--- config.mk ---
export PLATFORM = sky130hd
export DESIGN_NAME = relative_path_sanitizer
export DESIGN_NICKNAME = d
export VERILOG_FILES = /design/src/hw/rtl/rps_pkg.sv /design/src/hw/rtl/relative_path_sanitizer.sv /design/src/hw/rtl/rps_step.sv /design/src/hw/rtl/rps_emit.sv
export SDC_FILE = /design/constraint.sdc
export NUM_CORES = 1
export LEC_CHECK = 0
export BUFFER_PORTS_ARGS = -buffer_cell sky130_fd_sc_hd__buf_4
export CORE_MARGIN = 2
export CORE_UTILIZATION = 55
export DETAILED_ROUTE_END_ITERATION = 16
export PLACE_DENSITY = 0.76
export SYNTH_ARGS = -nofsm -noshare
export SYNTH_HDL_FRONTEND = slang
export SYNTH_HIERARCHICAL = 1
export SYNTH_SLANG_ARGS = --single-unit
--- constraint.sdc ---
create_clock -name clock -period 3.6 [get_ports clock]
set_input_delay 1.08 -clock clock [delete_from_list [all_inputs] [get_ports clock]]
set_output_delay 1.08 -clock clock [all_outputs]
set_load 0.05 [all_outputs]
--- src/hw/rtl/rps_pkg.sv ---
// Shared types and constants for the relative path sanitizer.
package rps_pkg;

   localparam int BUF_BYTES_DEFAULT = 1024;
   localparam int CAP_W             = 11;
   localparam logic [CAP_W-1:0] CAP_RESET = 11'd1024;

   localparam logic [7:0] CH_NUL   = 8'h00;
   localparam logic [7:0] CH_SLASH = 8'h2F;
   localparam logic [7:0] CH_BSL   = 8'h5C;
   localparam logic [7:0] CH_COLON = 8'h3A;
   localparam logic [7:0] CH_DOT   = 8'h2E;

   typedef enum logic [1:0] {
      STATUS_OK      = 2'd0,
      STATUS_DENIED  = 2'd1,
      STATUS_TOOLONG = 2'd2
   } status_type;

   // Up to four words produced by one input byte, oldest in data[0].
   typedef struct packed {
      logic [3:0][7:0] data;
      logic [2:0]      cnt;
      logic            last;
      status_type      status;
   } bundle_type;

endpackage

--- src/hw/rtl/relative_path_sanitizer.sv ---
// Relative path sanitizer: top level with input register and capacity register.
// An accepted byte is held in the input register, then its result words in the result register.
// Throughput: one byte per cycle while rsp_ready is high and each byte yields at
// most one word; a byte that yields more words (up to four, after held dots)
// holds the input register while the result register drains one word per cycle.
// Reset: synchronous, clears path state and both valid flags; capacity reads 1024.
module relative_path_sanitizer #(
   parameter int BUF_BYTES = rps_pkg::BUF_BYTES_DEFAULT
) (
   input  logic                      clock,
   input  logic                      reset,
   input  logic                      req_valid,
   output logic                      req_ready,
   input  logic [7:0]                req_ch,
   output logic                      rsp_valid,
   input  logic                      rsp_ready,
   output logic [7:0]                rsp_out_ch,
   output logic                      rsp_last,
   output logic [1:0]                rsp_status,
   input  logic                      csr_wr_en,
   input  logic [rps_pkg::CAP_W-1:0] csr_wr_data
);

   logic                      in_vld_ff, in_vld_in;
   logic [7:0]                in_ch_ff,  in_ch_in;
   logic [rps_pkg::CAP_W-1:0] cap_ff;
   logic                      emit_free;
   logic                      step_en;
   logic                      accept;
   rps_pkg::bundle_type       bundle;

   assign step_en   = in_vld_ff && emit_free;
   assign req_ready = !in_vld_ff || step_en;
   assign accept    = req_valid && req_ready;

   always_comb begin
      in_vld_in = in_vld_ff;
      in_ch_in  = in_ch_ff;
      if (accept) begin
         in_vld_in = 1'b1;
         in_ch_in  = req_ch;
      end else if (step_en) begin
         in_vld_in = 1'b0;
      end
   end

   always_ff @(posedge clock) begin
      if (reset) begin
         in_vld_ff <= 1'b0;
         cap_ff    <= rps_pkg::CAP_RESET;
      end else begin
         in_vld_ff <= in_vld_in;
         if (csr_wr_en) begin
            cap_ff <= csr_wr_data;
         end
      end
      in_ch_ff <= in_ch_in;
   end

   rps_step #(
      .BUF_BYTES (BUF_BYTES)
   ) u_step (
      .clock        (clock),
      .reset        (reset),
      .step_en      (step_en),
      .ch           (in_ch_ff),
      .out_capacity (cap_ff),
      .bundle       (bundle)
   );

   rps_emit u_emit (
      .clock      (clock),
      .reset      (reset),
      .load       (step_en),
      .bundle     (bundle),
      .free       (emit_free),
      .rsp_valid  (rsp_valid),
      .rsp_ready  (rsp_ready),
      .rsp_out_ch (rsp_out_ch),
      .rsp_last   (rsp_last),
      .rsp_status (rsp_status)
   );

endmodule

--- src/hw/rtl/rps_step.sv ---
// Path state and per-byte normalization logic.
module rps_step #(
   parameter int BUF_BYTES = rps_pkg::BUF_BYTES_DEFAULT
) (
   input  logic                     clock,
   input  logic                     reset,
   input  logic                     step_en,
   input  logic [7:0]               ch,
   input  logic [rps_pkg::CAP_W-1:0] out_capacity,
   output rps_pkg::bundle_type      bundle
);

   localparam int CW   = $clog2(BUF_BYTES);
   localparam int CMPW = ((CW > rps_pkg::CAP_W) ? CW : rps_pkg::CAP_W) + 1;
   localparam logic [CW-1:0] KEPT_MAX = CW'(BUF_BYTES - 1);

   typedef enum logic [1:0] {
      SEG_NONE     = 2'd0,
      SEG_ONE_DOT  = 2'd1,
      SEG_TWO_DOTS = 2'd2,
      SEG_NAME     = 2'd3
   } seg_type;

   logic          seen_any_ff,   seen_any_in;
   logic          prev_slash_ff, prev_slash_in;
   logic [CW-1:0] kept_count_ff, kept_count_in;
   seg_type       seg_len_ff,    seg_len_in;
   logic          dots_held_ff,  dots_held_in;
   logic [CW-1:0] out_len_ff,    out_len_in;
   logic          denied_ff,     denied_in;

   always_comb begin
      logic       is_sep;
      logic       denied_v;
      logic       too_long;
      logic       zero_cap;
      logic       emit;
      logic       open_seg;
      logic [1:0] ndots;
      logic [2:0] pos;

      seen_any_in   = seen_any_ff;
      prev_slash_in = prev_slash_ff;
      kept_count_in = kept_count_ff;
      seg_len_in    = seg_len_ff;
      dots_held_in  = dots_held_ff;
      out_len_in    = out_len_ff;
      denied_in     = denied_ff;

      bundle.data   = '0;
      bundle.cnt    = 3'd0;
      bundle.last   = 1'b0;
      bundle.status = rps_pkg::STATUS_OK;

      is_sep   = (ch == rps_pkg::CH_SLASH) || (ch == rps_pkg::CH_BSL);
      denied_v = denied_ff;
      too_long = (CMPW'(out_len_ff) + CMPW'(1)) > CMPW'(out_capacity);
      zero_cap = (out_capacity == '0);
      emit     = 1'b0;
      open_seg = 1'b0;
      ndots    = 2'd0;
      pos      = 3'd0;

      if (ch == rps_pkg::CH_NUL) begin
         if (dots_held_ff && seg_len_ff == SEG_TWO_DOTS) begin
            denied_v = 1'b1;
         end
         bundle.cnt  = 3'd1;
         bundle.last = 1'b1;
         priority if (too_long && zero_cap) begin
            bundle.status = rps_pkg::STATUS_TOOLONG;
         end else if (denied_v) begin
            bundle.status = rps_pkg::STATUS_DENIED;
         end else if (too_long) begin
            bundle.status = rps_pkg::STATUS_TOOLONG;
         end else begin
            bundle.status = rps_pkg::STATUS_OK;
         end
         // clear for the next path
         seen_any_in   = 1'b0;
         prev_slash_in = 1'b0;
         kept_count_in = '0;
         seg_len_in    = SEG_NONE;
         dots_held_in  = 1'b0;
         out_len_in    = '0;
         denied_in     = 1'b0;
      end else begin
         if (ch == rps_pkg::CH_COLON) begin
            denied_v = 1'b1;
         end
         if (!seen_any_ff && is_sep) begin
            denied_v = 1'b1;
         end
         seen_any_in = 1'b1;

         // drop bytes past the limit and repeated separators
         if (kept_count_ff != KEPT_MAX &&
             !(is_sep && prev_slash_ff && kept_count_ff != '0)) begin
            kept_count_in = kept_count_ff + CW'(1);
            prev_slash_in = is_sep;
            if (is_sep) begin
               if (dots_held_ff && seg_len_ff == SEG_TWO_DOTS) begin
                  denied_v = 1'b1;
               end
               seg_len_in   = SEG_NONE;
               dots_held_in = 1'b0;
            end else if (seg_len_ff == SEG_NONE) begin
               if (ch == rps_pkg::CH_DOT) begin
                  seg_len_in   = SEG_ONE_DOT;
                  dots_held_in = 1'b1;
               end else begin
                  emit       = 1'b1;
                  open_seg   = 1'b1;
                  seg_len_in = SEG_NAME;
               end
            end else if (dots_held_ff) begin
               if (ch == rps_pkg::CH_DOT && seg_len_ff == SEG_ONE_DOT) begin
                  seg_len_in = SEG_TWO_DOTS;
               end else begin
                  emit         = 1'b1;
                  open_seg     = 1'b1;
                  ndots        = seg_len_ff;
                  seg_len_in   = SEG_NAME;
                  dots_held_in = 1'b0;
               end
            end else begin
               emit = 1'b1;
            end
         end

         if (emit) begin
            if (open_seg && out_len_ff != '0) begin
               bundle.data[pos[1:0]] = rps_pkg::CH_SLASH;
               pos = pos + 3'd1;
            end
            for (int k = 0; k < 2; k++) begin
               if (2'(k) < ndots) begin
                  bundle.data[pos[1:0]] = rps_pkg::CH_DOT;
                  pos = pos + 3'd1;
               end
            end
            bundle.data[pos[1:0]] = ch;
            bundle.cnt = pos + 3'd1;
            out_len_in = out_len_ff + CW'(bundle.cnt);
         end
         denied_in = denied_v;
      end
   end

   always_ff @(posedge clock) begin
      if (reset) begin
         seen_any_ff   <= 1'b0;
         prev_slash_ff <= 1'b0;
         kept_count_ff <= '0;
         seg_len_ff    <= SEG_NONE;
         dots_held_ff  <= 1'b0;
         out_len_ff    <= '0;
         denied_ff     <= 1'b0;
      end else if (step_en) begin
         seen_any_ff   <= seen_any_in;
         prev_slash_ff <= prev_slash_in;
         kept_count_ff <= kept_count_in;
         seg_len_ff    <= seg_len_in;
         dots_held_ff  <= dots_held_in;
         out_len_ff    <= out_len_in;
         denied_ff     <= denied_in;
      end
   end

endmodule

--- src/hw/rtl/rps_emit.sv ---
// Result register that hands out a burst of up to four words one at a time.
module rps_emit (
   input  logic                clock,
   input  logic                reset,
   input  logic                load,
   input  rps_pkg::bundle_type bundle,
   output logic                free,
   output logic                rsp_valid,
   input  logic                rsp_ready,
   output logic [7:0]          rsp_out_ch,
   output logic                rsp_last,
   output logic [1:0]          rsp_status
);

   logic [3:0][7:0]     data_ff,   data_in;
   logic [2:0]          cnt_ff,    cnt_in;
   logic                last_ff,   last_in;
   rps_pkg::status_type status_ff, status_in;
   logic                pop;

   assign pop  = (cnt_ff != 3'd0) && rsp_ready;
   assign free = (cnt_ff == 3'd0) || (cnt_ff == 3'd1 && rsp_ready);

   always_comb begin
      data_in   = data_ff;
      cnt_in    = cnt_ff;
      last_in   = last_ff;
      status_in = status_ff;
      if (load) begin
         data_in   = bundle.data;
         cnt_in    = bundle.cnt;
         last_in   = bundle.last;
         status_in = bundle.status;
      end else if (pop) begin
         // advance to the next word of the burst
         data_in = {8'h00, data_ff[3:1]};
         cnt_in  = cnt_ff - 3'd1;
      end
   end

   always_ff @(posedge clock) begin
      if (reset) begin
         cnt_ff <= 3'd0;
      end else begin
         cnt_ff <= cnt_in;
      end
      data_ff   <= data_in;
      last_ff   <= last_in;
      status_ff <= status_in;
   end

   assign rsp_valid  = (cnt_ff != 3'd0);
   assign rsp_out_ch = data_ff[0];
   assign rsp_last   = last_ff;
   assign rsp_status = status_ff;

endmodule

# ---- After elaboration in Yosys (flattened, before gate mapping)
# Index checks and enable logic that the tools add are counted.
# W data, S select, Z words.
dict set report totals {
  regBits 84
  input_bits 24
  output_inout_bits 13
  word_cells 173
}
dict set report classes {
  add_sub_neg 7
  magnitude_cmp 9
  eq_ne 9
  n_mux 85
  bitwise 7
  reduce_logical 38
}
# cell count
set ops {}
lappend ops {{$mux W32} 9}
lappend ops {{$demux W8 S2} 3}
lappend ops {{$mux W10} 4}
lappend ops {{$mux W8} 5}
lappend ops {{$mux W3} 12}
lappend ops {{$mux W35} 1}
lappend ops {{$mux W1} 34}
lappend ops {{$bwmux W32} 1}
lappend ops {{$not A16 Y16} 2}
lappend ops {{$mux W2} 15}
lappend ops {{$eq A8 B6 Y1 const B} 3}
lappend ops {{$reduce_bool A10 Y1} 2}
lappend ops {{$and A16 B16 Y16} 1}
lappend ops {{$and A4 B16 Y16} 1}
lappend ops {{$or A16 B16 Y16} 1}
lappend ops {{$or A4 B16 Y16} 1}
lappend ops {{$logic_and A1 B1 Y1} 15}
lappend ops {{$gt A12 B11 Y1} 1}
lappend ops {{$add A10 B1 Y11 const B} 1}
lappend ops {{$logic_not A11 Y1} 1}
lappend ops {{$add A10 B1 Y10 const B} 1}
lappend ops {{$add A10 B3 Y10} 1}
lappend ops {{$ne A10 B10 Y1 const B} 1}
lappend ops {{$add A3 B1 Y3 const B} 3}
lappend ops {{22 further kinds} 36}

# ---- Logic depth before layout (Yosys ltp)
dict set report depth {
  depth_word 29
  ltp_mapped 18
  depth_no_buf 17
}

# ---- Hierarchy
# The synthesis kept the hierarchy.
# module n_inst cells_per_inst area_per_inst_um2 seq_area_each_um2
set modules_own_cells {}
lappend modules_own_cells {rps_step 1 347 2501.1 520.5}
lappend modules_own_cells {rps_emit 1 105 1681.6 1111.1}
lappend modules_own_cells {relative_path_sanitizer 1 49 676.9 480.5}

# ---- Worst setup path after synthesis
# Ideal clock, no wire load.
dict set report synth_timing {
  path_type {reg2reg}
  start {register in_ch_ff[6]}
  end {register u_step.out_len_ff[9]}
  setup_time_ns 0.071
  t_arrival_ns 3.439
  t_required_ns 3.529
  path_slack_ns 0.090
  stages_incl_launch_ff 17
  n_path_buf 0
  period_less_slack_ns 3.510
  cell_sequence {edfxtp_1 > nor3b_1 > nand4bb_1 > a21o_1 > nand3_1 > inv_1 > ha_1 > xor2_1 > inv_1 > ha_1 > inv_1 > ha_1 > a21oi_1 > nor2b_1 > o21ai_1 > or4_1 > a21oi_1}
}
dict set report synth_via {
  elab_chain_cells 24
  word_cells_on_any_way 48
  classes_between {add/sub: 4; order compare: 2; eq/ne: 3; mux: 29; reduce/logical: 10}
}
# item line
set synth_lines {}
lappend synth_lines {{from (decl)} relative_path_sanitizer.sv:25} ;# logic [7:0] in_ch_ff, in_ch_in;
lappend synth_lines {{from (signal assigned)} relative_path_sanitizer.sv:57} ;# in_ch_ff <= in_ch_in;
lappend synth_lines {{$eq A8 B6 Y1 (tied with other cells)} {rps_step.sv:108, rps_step.sv:117}}
lappend synth_lines {{$logic_and A1 B1 Y1 / $logic_or A1 B1 Y1 (equally long branches)} {rps_step.sv:117, rps_step.sv:55}}
lappend synth_lines {{$mux W1 / $logic_and A1 B1 Y1 (equally long branches)} {rps_step.sv:117, rps_step.sv:98}}
lappend synth_lines {{$mux W1 / $logic_and A1 B1 Y1 (equally long branches)} {rps_step.sv:116, rps_step.sv:98}}
lappend synth_lines {{$mux W1 / $logic_not A1 Y1 (equally long branches)} {rps_step.sv:107, rps_step.sv:98}}
lappend synth_lines {{$mux W1 / $logic_and A1 B1 Y1 (equally long branches)} {rps_step.sv:101, rps_step.sv:97}}
lappend synth_lines {{$mux W1} rps_step.sv:97} ;# if (kept_count_ff != KEPT_MAX &&
lappend synth_lines {{$mux W1} rps_step.sv:64} ;# if (ch == rps_pkg::CH_NUL) begin
lappend synth_lines {{[8 not listed]} -}
lappend synth_lines {{$add A3 B1 Y3} rps_step.sv:139} ;# pos = pos + 3'd1;
lappend synth_lines {{$mux W3} rps_step.sv:137} ;# if (2'(k) < ndots) begin
lappend synth_lines {{$mux W3} rps_step.sv:131} ;# if (emit) begin
lappend synth_lines {{$mux W3} rps_step.sv:64}
lappend synth_lines {{$add A3 B1 Y3} rps_step.sv:143} ;# bundle.cnt = pos + 3'd1;
lappend synth_lines {{$add A10 B3 Y10} rps_step.sv:144} ;# out_len_in = out_len_ff + CW'(bundle.cnt);
lappend synth_lines {{$mux W10} rps_step.sv:131}
lappend synth_lines {{$mux W10} rps_step.sv:64}
lappend synth_lines {{to (signal assigned)} rps_step.sv:165} ;# out_len_ff <= out_len_in;
lappend synth_lines {{to (decl)} rps_step.sv:29} ;# logic [CW-1:0] out_len_ff, out_len_in;
# Several ways; a longest one is shown, not always the timed one. The select of a mux whose other input is x is not followed.
# A chain may end at the register's enable or synchronous reset.

# ---- Final worst setup path
dict set report layout_timing {
  start {register in_ch_ff[7]}
  end {register u_step.out_len_ff[9]}
}
# Same word-level chain as after synthesis.

==> results.ini <==
[outcome]
status = completed

[clock_network]
cts_sink_cnt = 84
cts-root-buf = sky130_fd_sc_hd__clkbuf_8
tritoncts = done
clk_pin_slew_ps = 80
maximum_count_of_clock_buffers_along_a_single_path = 2
htree_num_levels = 3
clkLatencyLatePin_ps = 350
cts_buf_count = 9

[synth]
synthesis.area_per_instance_um2 = 9.700
synth_top_family_by_area = simple AND/OR/NAND/NOR gates
yosys.area_share.adder_pct = 7.106
synth_xor_xnor_area_share_pct = 2.523
muxShareOfSynthArea_pct = 7.827
synth-edff-count = 43
synth-compound-area-share_pct = 12.72
syn-cell-area_um2 = 4860
top_area_cell_type_share_of_the_netlist_area_pct = 26.57
sequential_area_share_after_synthesis_pct = 43.46
synth_flop_cell = sky130_fd_sc_hd__edfxtp_1
synth_seq_cells = 84
asyncSetResetFlopFracSynth_pct = 0
synth_largest_area_cell = sky130_fd_sc_hd__edfxtp_1
synth-simple-area-share_pct = 20.29
netlist_instances = 501
synthesis.yosys.warnings = 6
ys_types = 62
mappedNetlistNets = 552
yosys-top-cells-area = sky130_fd_sc_hd__edfxtp_1, sky130_fd_sc_hd__dfxtp_1, sky130_fd_sc_hd__ha_1

[final_layout]
postLayoutCellArea_um2 = 5789
area_delta_synth_final_pct = 19.13
final_nets = 615
num_antenna_cells = 0
layout.cells.non_filler = 677
drive_above_1_share_pct = 27.42
fill_cells = 672

[routing]
m1WireLength_um = 4764
met2RoutedLength_um = 5120
routedWlPerCell_um = 16.06
via_count = 3981
routed-wl-met3_um = 803
antenna_left = 0
drcViolationCount = 0
drt-initial-drc-count = 268
wirelength_um = 10880
drt_pre_antenna_iters = 9
via_per_inst = 5.880
top_layer_used_by_detailed_routing = met4

[setup_path]
timing.critical_path.fanout_max = 7
timing.reg2reg.setup_slack_ps = 90
worst-endpoint-arrival_ps = 3790
critical_path_required_ps = 3880
crit_path_cell_trace = buf_6, nor4_4, and4_4, nor3_4, nand3_2, inv_2, ha_4, xor2_2, inv_2, ha_4, inv_2, ha_4, a21oi_2, nor2b_1, o21ai_2, or4_1, a21oi_1
timing.critical_path.from_type = register
setup.worst_path.class = reg -> reg
slowest_stage = sky130_fd_sc_hd__or4_1
worst_path_largest_cell_delay_ps = 540
worst_setup_path_end_kind = register

[die]
placeableCoreArea_um2 = 8636
initial_utilization_pct = 56.27
top_level_ports = 37
core.rowCount = 34
die_h_um = 98
fp.dieArea_um2 = 9604
dieWidth_um = 98

[pwr]
leakagePower_nw = 2.344
total_power_mw = 3.876
ir_worst_vdd_v = 0.0003265
pd_cells_nw_per_um2 = 669.5

[grt]
via_count_of_the_first_global_routing_pass = 3733
grt.total_usage_pct = 22.44
largest_net_degree_at_the_start_of_global_routing = 33
grt_overflow = 0
antenna_found_initial = 0
grt_pass1_wl_um = 17650

[sta]
layout_setup_ws_ps = 92.18
worst-slew-pin-transition_ps = 564.4
final_hold_viol_count = 0
skew_ps = 12.13
slew_viol_final = 0
achievable-frequency_ghz = 0.2851
slew-limit-headroom_pct = 62.04
tns_ps = 0
fin_crit_ps = 3508
finalSetupViolations = 0
finalCritPeriodShare_pct = 97.44

[place]
numPlacedInstances = 648
dpl_cell_area_um2 = 5328
dp_worst_setup_slack_ps = -94.87
count_of_buffers_inserted_at_the_top_level_ports = 36
post-dp-hpwl_um = 7729
gpl.final_weighted_congestion = 0.9510

[min_path]
min_path_type = reg -> reg

[flow_run]
timing.max_cap.violations = 0

[through the flow]
stage	hold slack [ps]	utilization [%]
6_report	493.9	67.04
5_1_grt	509.2	67.04
4_1_cts	489.8	64.37
3_5_place_dp	469.2	61.69
3_3_place_gp	455.7	61.69
2_1_floorplan	434.0	-
[per-layer routing]
layer	global-route usage (%)	up-vias
li1	-	1936
met1	31.45	1880
met2	35.41	150
met3	4.796	15
met4	6.197	0
met5	0	-
[state kept, by name, summed over array words and instances, names as in the netlist, 2 cells and up]
name	cells
in_ch_ff	8
u_step/seg_len_ff	2
u_step/out_len_ff	10
u_emit/cnt_ff	3
u_emit/rsp_status	2
cap_ff	11
u_emit/rsp_out_ch	8
u_step/kept_count_ff	10
u_emit/data_ff	24
[critical path, delay by kind of cell (launching register included)]
family          cells  cell delay, ps
xor+xnor            1             150
simple gates        6            1460
fa+ha+maj           3             810
compound gates      3             290
buf+inv             4             320
flops               1             420
[cell families (layout without fill, tap and decap cells)]
family | count (synthesis) | count (layout)
AOI/OAI and AO/OA | 98 | 98
xor gates and xnor gates | 14 | 14
adders and majority gates | 27 | 27
buffers and inverters | 62 | 130
DFF | 84 | 84
muxes | 35 | 35
and+or+nand+nor | 181 | 181
[power breakdown]
group / switching (mW) / leakage (nW) / internal [mW]
combinational: 0.962 / 1.48 / 0.680
sequential: 0.109 / 0.752 / 1.38
clock: 0.354 / 0.112 / 0.396
[final cells by class]
| class | count | area (um2) | share of cell area [%] |
|---|---|---|---|
| inverter | 35 | 131.4 | 2.269 |
| timing repair buffer | 79 | 596.8 | 10.31 |
| clock buffer | 9 | 123.9 | 2.140 |
| multi-input combinational | 355 | 2591 | 44.76 |
| sequential | 84 | 2112 | 36.48 |
| tap | 108 | 135.1 | 2.334 |
| clock inverter | 7 | 98.84 | 1.707 |
[synth_stat cells, types with 3 or more instances]
library cell / n
sky130_fd_sc_hd__mux2_2: 24
sky130_fd_sc_hd__mux2i_1: 11
sky130_fd_sc_hd__nor2_1: 36
sky130_fd_sc_hd__ha_1: 26
sky130_fd_sc_hd__o21ai_0: 17
sky130_fd_sc_hd__xnor2_1: 7
sky130_fd_sc_hd__or4_1: 4
sky130_fd_sc_hd__a211oi_1: 3
sky130_fd_sc_hd__a32o_1: 3
sky130_fd_sc_hd__o21ai_1: 4
sky130_fd_sc_hd__a21oi_1: 41
sky130_fd_sc_hd__inv_1: 35
sky130_fd_sc_hd__edfxtp_1: 43
sky130_fd_sc_hd__and2_1: 11
sky130_fd_sc_hd__buf_6: 3
sky130_fd_sc_hd__nand4_1: 4
sky130_fd_sc_hd__nand2_1: 33
sky130_fd_sc_hd__buf_2: 7
sky130_fd_sc_hd__buf_4: 8
sky130_fd_sc_hd__nand3_1: 23
sky130_fd_sc_hd__and3_1: 20
sky130_fd_sc_hd__nand2b_1: 5
sky130_fd_sc_hd__or3_1: 8
sky130_fd_sc_hd__nor4_1: 7
sky130_fd_sc_hd__o31ai_1: 6
sky130_fd_sc_hd__dfxtp_1: 41
sky130_fd_sc_hd__a21o_1: 5
sky130_fd_sc_hd__clkbuf_1: 7
sky130_fd_sc_hd__xor2_1: 7
sky130_fd_sc_hd__nor3_1: 10
sky130_fd_sc_hd__nor2b_1: 5
[final timing paths]
check,start,end,depth (start not counted)
worst max-delay path,in_ch_ff[7],u_step/out_len_ff[9],17
worst min-delay path,u_step/prev_slash_ff,u_step/prev_slash_ff,1
worst max register to register,in_ch_ff[7],u_step/out_len_ff[9],17
worst min register to register,u_step/prev_slash_ff,u_step/prev_slash_ff,1
[what timing repair did]
| action | 4_1_cts | 5_1_grt |
|---|---|---|
| buffers inserted | 0 | 13 |
| pin swaps | 0 | 19 |
| resized for setup | 2 | 27 |
| endpoints found under the setup margin | 7 | 11 |
| hold buffers | 0 | 0 |
[layout by cell type (no fill, tap or decap), drive strengths merged, types with 9 or more instances in the layout]
master,instances
nand2,33
and3,20
mux2i,11
nor3,11
nor4,9
a21oi,41
clkbuf,9
mux2,24
dfxtp,41
ha,26
edfxtp,43
nand3,23
inv,37
and2,12
buf,79
o21ai,21
nor2,36
Note: power is estimated with default switching activity, not from simulation.
